**config.mk**
```make
export PLATFORM = sky130hd
export DESIGN_NAME = rff_lane
export DESIGN_NICKNAME = d
export VERILOG_FILES = /design/src/hw/rtl/rff_pkg.sv /design/src/hw/rtl/rff_lane.sv
export SDC_FILE = /design/constraint.sdc
export NUM_CORES = 2
export LEC_CHECK = 0
export BUFFER_PORTS_ARGS = -buffer_cell sky130_fd_sc_hd__clkbuf_2
export CORE_MARGIN = 5
export CORE_UTILIZATION = 45
export DETAILED_ROUTE_END_ITERATION = 10
export PLACE_DENSITY_LB_ADDON = 0.12
export RECOVER_POWER = 25
export SETUP_SLACK_MARGIN = 0.3
export SLEW_MARGIN = 10
export SYNTH_ARGS = -nofsm -noshare
export SYNTH_HDL_FRONTEND = slang
export SYNTH_SLANG_ARGS = --single-unit
```
**constraint.sdc**
```tcl
create_clock -name clk -period 9.2 [get_ports clk]
set_clock_uncertainty 0.2 [all_clocks]
set_input_delay 0 -clock clk [delete_from_list [all_inputs] [get_ports clk]]
set_output_delay 0 -clock clk [all_outputs]
set_load 0.01 [all_outputs]
```
**src/hw/rtl/rff_pkg.sv**
```systemverilog
package rff_pkg;

	localparam int CHAN_W        = 8;
	localparam int NUM_CHAN      = 4;
	localparam int PIX_W         = CHAN_W * NUM_CHAN;
	localparam int COEF_W        = 16;
	localparam int FRAC_W        = 12;
	localparam int PROD_W        = 24;
	localparam int TAP_W         = 4;
	localparam int NUM_BANKS     = 3;
	localparam int TAPS_PER_BANK = 4;
	localparam int CFG_DATA_W    = 64;
	localparam int CFG_ADDR_W    = 5;
	localparam int REG_IDX_W     = 2;
	localparam int BYTE_MAX      = 255;

	localparam logic [FRAC_W-1:0] ROUND_HALF = FRAC_W'(1 << (FRAC_W - 1));

	localparam logic [REG_IDX_W-1:0] REG_TAP_COUNT = 2'd0;
	localparam logic [REG_IDX_W-1:0] REG_COEF_0    = 2'd1;
	localparam logic [REG_IDX_W-1:0] REG_COEF_1    = 2'd2;
	localparam logic [REG_IDX_W-1:0] REG_COEF_2    = 2'd3;

	typedef struct packed {
		logic [CHAN_W-1:0] in_red;
		logic [CHAN_W-1:0] in_green;
		logic [CHAN_W-1:0] in_blue;
		logic [CHAN_W-1:0] in_alpha;
		logic              row_end;
	} pix_t;

	typedef struct packed {
		logic [CHAN_W-1:0] out_red;
		logic [CHAN_W-1:0] out_green;
		logic [CHAN_W-1:0] out_blue;
		logic [CHAN_W-1:0] out_alpha;
		logic              out_row_end;
	} res_t;

	// Load enables of the arithmetic stages, shared by all channel lanes.
	typedef struct packed {
		logic s2;
		logic s3;
		logic s4;
	} stage_en_t;

endpackage

```
**src/hw/rtl/rff_lane.sv**
```systemverilog
module rff_lane #(
	parameter int MAX_TAPS = 12,
	parameter int SUM_W    = 28
) (
	input  logic                                clk,
	input  rff_pkg::stage_en_t                  en,
	input  logic [rff_pkg::CHAN_W-1:0]          px [MAX_TAPS],
	input  logic signed [rff_pkg::COEF_W-1:0]   coef [MAX_TAPS],
	output logic signed [SUM_W-1:0]             sum
);

	localparam int GROUPS = (MAX_TAPS + 3) / 4;
	localparam int PS_W   = rff_pkg::PROD_W + 2;
	localparam int FULL_W = rff_pkg::COEF_W + rff_pkg::CHAN_W + 1;

	logic signed [rff_pkg::PROD_W-1:0] prod_s2 [MAX_TAPS];
	logic signed [PS_W-1:0]            psum_s3 [GROUPS];
	logic signed [SUM_W-1:0]           sum_s4;

	logic signed [FULL_W-1:0]          full [MAX_TAPS];
	logic signed [PS_W-1:0]            grp [GROUPS];
	logic signed [SUM_W-1:0]           total;

	always_comb begin
		for (int t = 0; t < MAX_TAPS; t++) begin
			full[t] = coef[t] * $signed({1'b0, px[t]});
		end
	end

	// Partial sums over groups of four taps.
	always_comb begin
		for (int g = 0; g < GROUPS; g++) begin
			grp[g] = '0;
			for (int i = 0; i < 4; i++) begin
				if (g * 4 + i < MAX_TAPS) grp[g] = grp[g] + PS_W'(prod_s2[g*4+i]);
			end
		end
	end

	always_comb begin
		total = '0;
		for (int g = 0; g < GROUPS; g++) total = total + SUM_W'(psum_s3[g]);
	end

	always_ff @(posedge clk) begin
		if (en.s2) begin
			for (int t = 0; t < MAX_TAPS; t++) prod_s2[t] <= full[t][rff_pkg::PROD_W-1:0];
		end
		if (en.s3) begin
			for (int g = 0; g < GROUPS; g++) psum_s3[g] <= grp[g];
		end
		if (en.s4) begin
			sum_s4 <= total;
		end
	end

	assign sum = sum_s4;

endmodule

```
### After elaboration in Yosys (flattened, before gate mapping)

Memories as Yosys holds them, arrays and structs flattened.
Cells that the tools add are included.

* register bits after elaboration: 28
* RAM bits: 366
* input port bits: 292
* output and inout bits: 28
* memories kept: 2

* add/sub/neg operators: 11
* multipliers: 12
* multiplexer cells: 4

Memory list
* prod_s2: words 12, width 24, rd ports 12, clocked after Yosys merged registers in 0, write ports 12, line rff_lane.sv:16 `logic signed [rff_pkg::PROD_W-1:0] prod_s2 [MAX_TAPS];`
* psum_s3: words 3, width 26, rd ports 3, clocked after Yosys merged registers in 0, write ports 3, line rff_lane.sv:17 `logic signed [PS_W-1:0] psum_s3 [GROUPS];`

Operators with widths (count)
* multiplier 16 x 9 -> 24 bit: 12
* adder 25 x 24 -> 26 bit: 3
* adder 26 x 24 -> 26 bit: 3
* adder 24 x 24 -> 25 bit: 3
* adder 27 x 26 -> 28 bit: 1
* adder 26 x 26 -> 27 bit: 1
* two-way mux 1 bit: 4

### Depth between registers and ports, before layout

* depth in word-level cells: 3
* gate-level depth with buffers: 20

### Worst setup path after synthesis

Ideal clock, no wire load.

* kind: input-to-reg
* from: input px[32] (netlist name)
* to: memory prod_s2[1][94] (netlist name) (data pin)
* setup time: 0.180 ns
* arrival time: 4.432 ns
* path slack: 4.388 ns
* stages: 18
* buffers on the path: 1
* cell sequence: clkbuf_1 -> nand2_1 -> fa_1 -> inv_1 -> fa_1 -> fa_1 -> inv_1 -> fa_1 -> inv_1 -> ha_1 -> a21o_1 -> a21oi_1 -> o21ai_1 -> a211oi_1 -> o31ai_1 -> a2111oi_0 -> nor2_1 -> o311ai_1

RTL lines
* start: declaration: line rff_lane.sv:7 `input logic [rff_pkg::CHAN_W-1:0] px [MAX_TAPS],`
* end: declaration: line rff_lane.sv:16

==> out/qor.yml <==
synthAdderAreaFrac_pct: 48.6
whs_ns: 0.0431
die_w_um: 415
holdCritPathClass: "input pin to flip-flop"
syn_inst: 7710
drcViolationCount: 0
yosys.area.top_type_share_pct: 37.3
ys_ff_latch: 394
io_pins: 320
synth_nets: 10000
clkTransAtPathRegs_ns: 0.05
yosys.area_share.simple_pct: 14.3
htreeDepth: 2
dieArea_um2: 172000
clk_path_buf_depth: 3
synthArstFlopShare_pct: 0
path_class: "input pin to flip-flop"
postCtsSetupRepairBufs: 0
r2r_slack_ns: 4.40
place_congestion: 0.855
hpwl_um: 149000
synth_edf_count: 394
cts.sinks: 394
groute.usage.overall_pct: 20.9
drive_gt1_share_pct: 4.91
grt_pass1_vias: 55100
insertion_delay_ns: 0.59
finalCriticalPeriod_ns: 6.00
synth_top_family_by_area: "adder cells"
crit_arrival_ns: 6.01
ff2ff_path_depth: 13
grt_max_degree: 85
syn_to_final_growth_pct: 8.01
crit_path_end_kind: "flip-flop"
ant_nets: 0
ctsRootBufferMaster: "clkbuf_16"
status: "finished with violations"
rows: 148
slew_headroom_pct: -220
cts_buffers: 47
hold_viol: 0
yosysSeqAreaShare_pct: 16.1
fmax_ghz: 0.167
cts_tree: "built"
synth_top_flop_cell: "edfxtp_1"
drv_slew: 193
synth_area_um2: 73700
fin_nets: 10300
yosysTopAreaCell: "fa_1"
wirelength_um: 176000
period_share_pct: 65.2
yosysWarnings: 0
cap_violations: 3
vias_per_cell: 5.01
ys_top_cells_by_area: "fa_1, edfxtp_1, ha_1"
tns_ns: 0
vias: 51300
worst-path-max-fanout: 84
start_kind: "input pin"
hold_depth: 3
overflow: 0
firstDrtPassIters: 5
synth_compound_area_share_pct: 6.61
synth_mux_area_share_pct: 0.0408
synth_cell_types: 74
syn_area_per_cell_um2: 9.55
violations: "max-capacitance violations, max-slew violations"
wl_per_cell_um: 17.2
finalSetupViolCount: 0
first_iter_violations: 2609
coreArea_um2: 163000
rsz0062_at_grt: "false"
cp.required_ns: 9.21
synth_xor_area_share_pct: 3.84
worst_pin_slew_ns: 4.80
start_util_pct: 45.3
port_buffers: 319
antenna_found_initial: 11
grt_pass1_wl_um: 292000
fp.dieH_um: 415
==> Yosys cell counts (all sizes together), types with 88 or more instances <==
library cell,count
edfxtp,394
o21ai,138
nand2,965
a21oi,196
inv,1937
xnor2,251
and2,699
fa,1374
a21o,101
ha,665
nor3,88
nor2,168
clkbuf,116
==> registers in the layout, summed over array words and instances (netlist names) <==
name	cells
prod_s2	288
psum_s3	78
sum	28
==> final cells by class <==
cell class,count,area (um2)
antenna,7,17.5
clock buffer,52,1190
clock inverter,32,295
fill,15600,83200
inverter,1937,7270
multi-input combinational,5262,54100
sequential,394,11800
tap,2175,2720
timing repair buffer,375,2110
==> path summary, 6_finish.rpt <==
check / start / endpoint
min reg2reg: prod_s2[1][72]$_DFFE_PP_ / psum_s3[0][26]$_DFFE_PP_
min: px[33] / prod_s2[1][73]$_DFFE_PP_
max: en[2] / prod_s2[1][73]$_DFFE_PP_
max reg2reg: prod_s2[1][1]$_DFFE_PP_ / psum_s3[0][51]$_DFFE_PP_
==> critical path: stages <==
cell	delay, ns
dlygate4sd3_1	0.55
clkbuf_1	3.33
buf_4	1.17
buf_4	0.75
==> layout by cell type (no fill, tap or decap), types with 19 or more instances in the layout <==
master,n
nand2_1,965
nand4_1,19
clkbuf_2,289
inv_1,1937
o21ai_0,135
o21bai_1,38
and3_1,34
o211ai_1,21
a21o_1,101
nor2_1,167
and2_1,696
or3_1,27
ha_1,665
clkbuf_16,47
nand2b_1,32
nor2b_1,34
a31oi_1,31
a211oi_1,33
nand3_1,51
clkbuf_1,35
nor3_1,87
dlygate4sd3_1,53
a21oi_1,194
edfxtp_1,394
fa_1,1374
o31ai_1,21
o21a_1,31
xor2_1,72
xnor2_1,251
==> layer usage <==
metal	track usage, %	vias up	wire, um
li1	-	24200	-
met1	28.5	26000	78300
met2	36.4	883	87000
met3	2.07	145	6790
met4	4.41	0	3730
met5	0	-	0
==> through the flow <==
| stage | cell area (um2) | cells | util (%) | worst slack (ns) |
|---|---|---|---|---|
| CTS | 79600 | 10200 | 48.9 | 4.10 |
| floorplan | 73700 | 7710 | - | 4.39 |
| finish | 79600 | 10200 | 48.9 | 3.20 |
| global route | 79600 | 10200 | 48.9 | 2.84 |
| detailed placement | 77600 | 10100 | 47.7 | 3.65 |
| global placement | 77600 | 10100 | 47.7 | 3.72 |
==> logic make-up after synthesis <==
logic type                 Yosys count
AOI/OAI and AO/OA                  734
xor gates and xnor gates           323
adders and majority gates         2039
buffers and inverters             2054
DFF                                394
muxes                                3
and+or+nand+nor                   2163
==> what timing repair did <==
item | CTS | global route
gates resized for setup | 0 | 0
endpoints found under the hold margin | 235 | 0
hold buffers | 53 | 0
Power is not shown: default switching activity piles up to over one toggle a cycle in this logic, so the estimate is an artifact.
