File: config.mk
export PLATFORM = sky130hd
export DESIGN_NAME = rff_merge
export DESIGN_NICKNAME = d
export VERILOG_FILES = /design/src/hw/rtl/rff_pkg.sv /design/src/hw/rtl/rff_merge.sv
export SDC_FILE = /design/constraint.sdc
export NUM_CORES = 1
export LEC_CHECK = 0
export ABC_AREA = 1
export BUFFER_PORTS_ARGS = -buffer_cell sky130_fd_sc_hd__buf_2
export CAP_MARGIN = 5
export CORE_MARGIN = 4
export CORE_UTILIZATION = 45
export CTS_CLUSTER_DIAMETER = 200
export CTS_CLUSTER_SIZE = 40
export DETAILED_ROUTE_END_ITERATION = 12
export GPL_ROUTABILITY_DRIVEN = 0
export PLACE_DENSITY = 0.82
export SYNTH_ARGS = -nofsm -noshare
export SYNTH_HDL_FRONTEND = slang
export SYNTH_SLANG_ARGS = --single-unit
File: constraint.sdc
create_clock -name clk -period 4.85 [get_ports clk]
set_clock_uncertainty 0.05 [all_clocks]
set_input_delay 0.485 -clock clk [delete_from_list [all_inputs] [get_ports clk]]
set_output_delay 0.485 -clock clk [all_outputs]
set_load 0.01 [all_outputs]
File: src/hw/rtl/rff_pkg.sv
package rff_pkg;

	localparam int CHAN_W        = 8;
	localparam int NUM_CHAN      = 4;
	localparam int PIX_W         = CHAN_W * NUM_CHAN;
	localparam int COEF_W        = 16;
	localparam int FRAC_W        = 12;
	localparam int PROD_W        = 24;
	localparam int TAP_W         = 4;
	localparam int NUM_BANKS     = 3;
	localparam int TAPS_PER_BANK = 4;
	localparam int CFG_DATA_W    = 64;
	localparam int CFG_ADDR_W    = 5;
	localparam int REG_IDX_W     = 2;
	localparam int BYTE_MAX      = 255;

	localparam logic [FRAC_W-1:0] ROUND_HALF = FRAC_W'(1 << (FRAC_W - 1));

	localparam logic [REG_IDX_W-1:0] REG_TAP_COUNT = 2'd0;
	localparam logic [REG_IDX_W-1:0] REG_COEF_0    = 2'd1;
	localparam logic [REG_IDX_W-1:0] REG_COEF_1    = 2'd2;
	localparam logic [REG_IDX_W-1:0] REG_COEF_2    = 2'd3;

	typedef struct packed {
		logic [CHAN_W-1:0] in_red;
		logic [CHAN_W-1:0] in_green;
		logic [CHAN_W-1:0] in_blue;
		logic [CHAN_W-1:0] in_alpha;
		logic              row_end;
	} pix_t;

	typedef struct packed {
		logic [CHAN_W-1:0] out_red;
		logic [CHAN_W-1:0] out_green;
		logic [CHAN_W-1:0] out_blue;
		logic [CHAN_W-1:0] out_alpha;
		logic              out_row_end;
	} res_t;

	// Load enables of the arithmetic stages, shared by all channel lanes.
	typedef struct packed {
		logic s2;
		logic s3;
		logic s4;
	} stage_en_t;

endpackage

File: src/hw/rtl/rff_merge.sv
module rff_merge #(
	parameter int SUM_W = 28
) (
	input  logic                    clk,
	input  logic                    arst_n,
	input  logic                    valid_s4,
	input  logic                    last_s4,
	input  logic signed [SUM_W-1:0] sum_s4 [rff_pkg::NUM_CHAN],
	output logic                    res_valid,
	input  logic                    res_ready,
	output rff_pkg::res_t           res,
	output logic                    en_out
);

	localparam int Q_W = SUM_W - rff_pkg::FRAC_W;

	rff_pkg::res_t res_q;
	logic          res_valid_q;

	// Round to nearest, ties to even, then clamp to a byte.
	function automatic logic [rff_pkg::CHAN_W-1:0] round_clamp(
		input logic signed [SUM_W-1:0] s
	);
		logic [Q_W-1:0]            q;
		logic [rff_pkg::FRAC_W-1:0] f;
		logic                      up;
		logic [Q_W:0]              qr;
		logic [rff_pkg::CHAN_W-1:0] r;
		q  = s[SUM_W-1:rff_pkg::FRAC_W];
		f  = s[rff_pkg::FRAC_W-1:0];
		up = (f > rff_pkg::ROUND_HALF) || ((f == rff_pkg::ROUND_HALF) && q[0]);
		qr = {1'b0, q} + (Q_W + 1)'(up);
		if (s <= 0) begin
			r = '0;
		end else if (qr > (Q_W + 1)'(rff_pkg::BYTE_MAX)) begin
			r = rff_pkg::CHAN_W'(rff_pkg::BYTE_MAX);
		end else begin
			r = qr[rff_pkg::CHAN_W-1:0];
		end
		return r;
	endfunction

	assign en_out = !res_valid_q || res_ready;

	always_ff @(posedge clk or negedge arst_n) begin
		if (!arst_n) begin
			res_valid_q <= 1'b0;
		end else if (en_out) begin
			res_valid_q <= valid_s4;
		end
	end

	always_ff @(posedge clk) begin
		if (en_out && valid_s4) begin
			res_q.out_red     <= round_clamp(sum_s4[0]);
			res_q.out_green   <= round_clamp(sum_s4[1]);
			res_q.out_blue    <= round_clamp(sum_s4[2]);
			res_q.out_alpha   <= round_clamp(sum_s4[3]);
			res_q.out_row_end <= last_s4;
		end
	end

	assign res_valid = res_valid_q;
	assign res       = res_q;

endmodule

---- Word-level counts from Yosys, hierarchy flattened ----
Index checks and enable logic that the tools add are counted.
storage, ports and cells
  logic and storage cells ................. 41
  register bits after elaboration ......... 34
  output and inout bits ................... 35
cells by class
  reductions and logical operators ........ 11
  eq/ne operators ......................... 4
  muxes and demuxes ....................... 4
  add/sub/neg operators ................... 4
  magnitude comparators ................... 12
operator list
  operator                                               number
  <= comparator 28 x 1 -> 1 bit (second input constant)  4
  adder 16 x 1 -> 17 bit                                 4
  > comparator 17 x 8 -> 1 bit (second input constant)   4
  == test 12 bit (second input constant)                 4
  > comparator 12 bit (second input constant)            4
  two-way mux 8 bit                                      4
  logical AND 1 bit                                      5
  logical OR 1 bit                                       5
  logical NOT 1 bit                                      1

---- Depth between registers and ports, before layout ----
Gate-level depths: netlist of run 1.
  depth in word-level cells ............... 6
  mapped depth ............................ 14
  gate-level depth less buffers ........... 14

---- Worst setup path after synthesis of run 1 ----
OpenSTA, ideal clock, no wires.
  path type ............................... in2reg
  start point ............................. input port valid_s4
  end point ............................... register res_q, in the netlist res[0] (enable)
  data required time ...................... 4.366 ns
  setup slack ............................. 2.213 ns
  stages .................................. 2
  setup time .............................. 0.434 ns
  arrival ................................. 2.153 ns
  path through ............................ inv_1 -> a21oi_1
on the way
  longest elaborated chain between the ends .. 1
RTL lines
  what                RTL line         RTL
  start: declaration  rff_merge.sv:6   input logic valid_s4,
  logical AND 1 bit   rff_merge.sv:54  if (en_out && valid_s4) begin
  end: declaration    rff_merge.sv:17  rff_pkg::res_t res_q;
No other way between the ends.
A chain may end at the register's enable or synchronous reset.

---- Worst setup path in the final report of run 1 ----
  start point ............................. input port sum_s4[39] (netlist name)
  end point ............................... register res_q, in the netlist res[13] (data pin)
on the way
  longest elaborated chain between the ends .. 6
  elaborated cells on any way between the ends .. 8
  those cells by class .................... add/sub (1); order compare (3); eq/ne (1); mux (1); reduce/logical (2)
RTL lines
  what                                                                            RTL line        RTL
  start: declaration                                                              rff_merge.sv:8  input logic signed [SUM_W-1:0] sum_s4 [rff_pkg::NUM_CHAN],
  parallel branches: the longest is 6 deep, another holds adder 16 x 1 -> 17 bit  -
Parallel ways; which one is timed is not known.

==> flow_metrics.tcl, run 1 <==
set metrics [dict create \
    status "finished clean" \
    htree_levels 2 \
    ctsResizeCount 0 \
    fmax_ghz 0.493 \
    via_per_inst 4.87 \
    endpoint_kind "register" \
    slew_violations 0 \
    cp_common_cell "nand2_1" \
    gr-total-overflow 0 \
    antenna_found_initial 0 \
    rsz0062_at_grt "false" \
    start_util 0.475 \
    path_cells "buf_2 -> nand2_1 -> inv_1 -> ha_1 -> nand2_1 -> nor2_1 -> nand2_1 -> nand2_1 -> nand2_1 -> nor2_2 -> nand3_2 -> nor2_4 -> nand3_1 -> nand2_1 -> inv_1" \
    setup_ws_ps 2820 \
    drcViolationCount 0 \
    via_count 2933 \
    synth_seq_area_share 0.379 \
    ys_ff_latch 34 \
    leakagePower_nw 1.80 \
    drive_gt1_frac 0.334 \
    netlist_area_sq_um 2680 \
    finalHoldViolCount 0 \
    synth_warnings 0 \
    crit_path_max_fanout 8 \
    finalWirelength_mm 7.00 \
    max_stage_delay_ps 210 \
    die_h_um 85.1 \
    hold_path.class "in -> reg" \
    final_cell_mix "151 x buf_2, 83 x nand2_1, 55 x nor2_1, 55 x inv_1, 48 x nand3_1" \
    grt_pass1_vias 2780 \
    cp-start-kind "input pin" \
    cts_sinks 34 \
    drv_cap 0 \
    syn_inst 370 \
    core_area_sq_um 5640 \
    tightest_slew_ps 1010 \
    grt_first_pass_wirelength_mm 11.5 \
    cts_root_buf "clkbuf_8" \
    clk_latency_ps 280 \
    rows 27 \
    nets 650 \
    fin_crit_ps 2030 \
    final_common_cell "buf_2" \
    crit_slowest_cell "ha_1" \
    crit_arrival_ps 2020 \
    post-route-util 0.647 \
    cts_tree "done" \
    post-place-ws_ps 2520 \
    path_class "in -> reg" \
    ios 152 \
    numCtsBuffers 5 \
    final_cells 602 \
    fp.dieW_um 85.1 \
    grt_usage 0.189 \
    diodes 0 \
    syn_avg_cell_area_sq_um 7.24 \
    clk_pin_slew_ps 60 \
    final.period_utilization 0.418 \
    synth_nets 491 \
    dp_hpwl_mm 6.01 \
    synth_area_leaders "edfxtp_1 37%, nand2_1 12%, nand3_1 9.0%" \
    post-synth-top-area-fraction 0.370 \
    drt_iter0_markers 62 \
    power.density_nw_per_um2 209 \
    io_buffers 151 \
    yosysTopAreaCell "edfxtp_1" \
    grt_max_degree 34 \
    holdBufCountCts 1 \
    cp.required_ps 4840 \
    antenna_left 0 \
    areaGrowthSynthToFinish_pct 36.4 \
    finalSetupViolCount 0 \
    vdd_drop_max_uv 109 \
    drt_pass1_iterations 4 \
    yosysUniqueCellTypes 24 \
    dp.cells 593 \
    post_cts_buffers 0 \
    wire_per_inst_um 11.6 \
    fp.dieArea_sq_um 7250 \
    clockBufferDepth 2 \
    relSlewSlack 0.323 \
    setup_tns_ps 0 \
]
## cells by family after synthesis
family                     synth area share
adders and majority gates            0.0187
DFF                                   0.379
AOI/OAI and AO/OA                    0.0224
and+or+nand+nor                       0.419
xor gates and xnor gates             0.0818
buffers and inverters                0.0785
## through the flow
| stage | instance area, sq um | hold slack [ps] | total power [W] |
|---|---|---|---|
| after floorplan | 2680 | 139 | 0.000429 |
| after global placement | 3530 | 210 | 0.000516 |
| after detailed placement | 3530 | 211 | 0.000522 |
| after CTS | 3650 | 323 | 0.000771 |
| after global routing | 3650 | 317 | 0.000804 |
| final | 3650 | 335 | 0.000764 |
## worst paths after layout
| check | start | endpoint | slack, ps | cells after the start |
|---|---|---|---|---|
| max in group asynchronous | arst_n | res_valid | 4200 | 2 |
| min reg2reg | res_valid | res_valid | 530 | 2 |
| max reg2reg | res_valid | res[3] | 3180 | 1 |
| max | sum_s4[39] | res[13] | 2820 | 15 |
| min in group asynchronous | arst_n | res_valid | 460 | 2 |
| min | last_s4 | res[0] | 340 | 1 |
## layer usage
metal  GRT usage  share of wire  vias to the layer above
li1            -              -                     1534
met3      0.0437          0.092                       11
met2       0.368           0.53                      109
met1       0.201           0.37                     1279
met4      0.0518          0.015                        0
met5           0              0                        -
## registers in the layout, indices dropped and copies added (netlist names)
register / flops
res_valid: 1
res: 33
## area by class of cell
cell class                 instances  area (sq um)
inverter                          56           210
multi-input combinational        280          1460
fill                             506          1990
tap                               72          90.1
clock inverter                     1          30.0
clock buffer                       7          76.3
timing repair buffer             152           766
sequential                        34          1020
## critical path: cells and delay by family
kind | cells | cell delay, ps
simple gates | 11 | 1090
buf+inv | 3 | 220
fa+ha+maj | 1 | 210
## synthesized netlist by cell type
library cell,n
a21oi_1,1
clkinv_1,1
dfrtp_1,1
edfxtp_1,33
ha_1,4
inv_1,55
nand2_1,83
nand2_2,2
nand3_1,48
nand3_2,2
nand3b_1,4
nand4_1,8
nor2_1,55
nor2_2,3
nor2_4,4
nor3_1,7
nor3b_1,2
nor3b_2,1
nor4_1,13
o21ai_0,8
o21ai_1,3
or2_2,7
xnor2_1,11
xor2_1,14
## power breakdown
part           internal, W  total [W]  switching (W)
registers         0.000342   0.000346     0.00000417
clock network     0.000154   0.000248      0.0000947
logic            0.0000744   0.000169      0.0000947
total             0.000570   0.000764       0.000194
Note: power is estimated with default switching activity, not from simulation.
==> inputs of run 2 (changes only) <==
Settings changed: CORE_UTILIZATION 45 to 41, PLACE_DENSITY 0.82 to 0.78.
Clock period 4.85 ns to 1.85 ns, I/O delays scaled along.
==> flow_metrics.tcl, run 2 (synthesized netlist as in run 1, its figures left out) <==
set metrics [dict create \
    p_int_w 0.00136 \
    path_class "in -> reg" \
    finalSetupViolCount 0 \
    core_area_sq_um 6350 \
    r2r_end "res[30]" \
    antenna_found_initial 0 \
    post_cts_buffers 0 \
    combPwrFrac 0.246 \
    leakagePower_nw 1.83 \
    rows 29 \
    endpoint_kind "register" \
    p_sw_frac 0.272 \
    nets 658 \
    grt_max_degree 34 \
    largest_register_ff_count 33 \
    htree_levels 2 \
    clkPwrFrac 0.271 \
    r2r_cells 2 \
    fin_crit_ps 1630 \
    min_to "res[0]" \
    via_count 3023 \
    relSlewSlack 0.667 \
    areaGrowthSynthToFinish_pct 38.5 \
    fmax_ghz 0.615 \
    drt_iter0_markers 97 \
    crit_path_max_fanout 8 \
    seqPwrFrac 0.484 \
    cts_sinks 34 \
    grt_usage 0.169 \
    finalWirelength_mm 7.04 \
    drcViolationCount 0 \
    final_common_cell "buf_2" \
    drive_gt1_frac 0.348 \
    numCtsBuffers 5 \
    clk_latency_ps 280 \
    vdd_drop_max_uv 410 \
    power_switching_w 0.000510 \
    fill_cells 589 \
    clockBufferDepth 2 \
    cp-start-kind "input pin" \
    rr_startpoint "res_valid" \
    final_cell_mix "151 x buf_2, 83 x nand2_1, 55 x inv_1, 54 x nor2_1, 48 x nand3_1" \
    finalHoldViolCount 0 \
    wire_per_inst_um 11.4 \
    fp.dieW_um 88.8 \
    drt_pass1_iterations 6 \
    clk_pin_slew_ps 60 \
    tightest_slew_ps 497 \
    post-route-util 0.584 \
    rrSetupSlack_ps 660 \
    hold_path.class "in -> reg" \
    ios 152 \
    drv_cap 0 \
    start_util 0.422 \
    grt_pass1_vias 2604 \
    grt_first_pass_wirelength_mm 10.6 \
    cts_root_buf "clkbuf_8" \
    dp_hpwl_mm 6.04 \
    gr-total-overflow 0 \
    min_from "last_s4" \
    rsz0062_at_grt "false" \
    antenna_left 0 \
    min_path_cells 1 \
    final.period_utilization 0.879 \
    crit_arrival_ps 1620 \
    status "finished clean" \
    die_h_um 88.8 \
    total_power_w 0.00187 \
    slew_violations 0 \
    power.density_nw_per_um2 505 \
    cts_tree "done" \
    io_buffers 151 \
    via_per_inst 4.92 \
    cp.required_ps 1840 \
    fp.dieArea_sq_um 7890 \
    diodes 0 \
]
## run 2: cell count changes in the layout (fill, tap and decap cells not counted)
cell       delta
clkbuf_1      -1
nor2_1        -1
buf_12        +1
nor2_2        +1
clkinv_2      +2
bufinv_16     -1
buf_4         +7
## run 2: layout make-up
cell class | instances | area (sq um) | share of cell area
clock buffer | 6 | 72.6 | 0.0196
multi-input combinational | 280 | 1470 | 0.395
tap | 77 | 96.3 | 0.0260
timing repair buffer | 160 | 838 | 0.226
clock inverter | 2 | 10.0 | 0.00270
sequential | 34 | 1020 | 0.274
inverter | 56 | 210 | 0.0567
## run 2: worst max-delay path, stage by stage
cell     delay [ps]
buf_2            90
nand2_1          60
inv_1            70
ha_1            190
nand2_1          80
nor2_2          130
nand2_1          90
nand2_1          60
nand2_1          50
nor2_2          110
nand3_2          90
nor2_4          190
nand3_1         100
nand2_1          80
inv_1            40
## run 2: timing repair
action,CTS,global route
gates resized for setup,0,1
hold buffers,1,0
endpoints found under the setup margin,0,4
endpoints found under the hold margin,1,0
## run 2: worst max path at each step
stage / start / endpoint / slack [ps] / cells after the start
finish: sum_s4[39] / res[12] / 220 / 15
global route: sum_s4[39] / res[15] / 40 / 15
CTS: sum_s4[39] / res[14] / 180 / 15
detailed placement: sum_s4[39] / res[12] / -120 / 15
global placement: sum_s4[39] / res[9] / -20 / 15
floorplan: res_valid / res[0] / 10 / 1
## run 2: metrics by stage
| step | hold slack [ps] | std cells | setup slack [ps] | TNS [ps] | instance area, sq um |
|---|---|---|---|---|---|
| floorplan | -161 | 370 | 10.2 | 0 | 2680 |
| global placement | -90.1 | 606 | -17.1 | -113 | 3610 |
| detailed placement | -89.1 | 606 | -123 | -878 | 3610 |
| CTS | 20.4 | 615 | 179 | 0 | 3710 |
| global route | 23.0 | 615 | 38.3 | 0 | 3710 |
| finish | 33.7 | 615 | 224 | 0 | 3710 |
## run 2: power by group through the flow
| stage | Combinational [W] | Sequential (W) | Clock [W] |
|---|---|---|---|
| floorplan | 0.000177 | 0.000948 | 0 |
| global placement | 0.000448 | 0.000922 | 0 |
| detailed placement | 0.000461 | 0.000923 | 0 |
| CTS | 0.000464 | 0.000907 | 0.000529 |
| global route | 0.000516 | 0.000909 | 0.000565 |
| finish | 0.000461 | 0.000906 | 0.000507 |
## run 2: routing by layer
layer,part of all wire,vias to the layer above,global-route usage
met5,0,-,0
met4,0.020,0,0.0604
met3,0.094,12,0.0372
met2,0.50,127,0.320
met1,0.38,1331,0.182
li1,-,1553,-
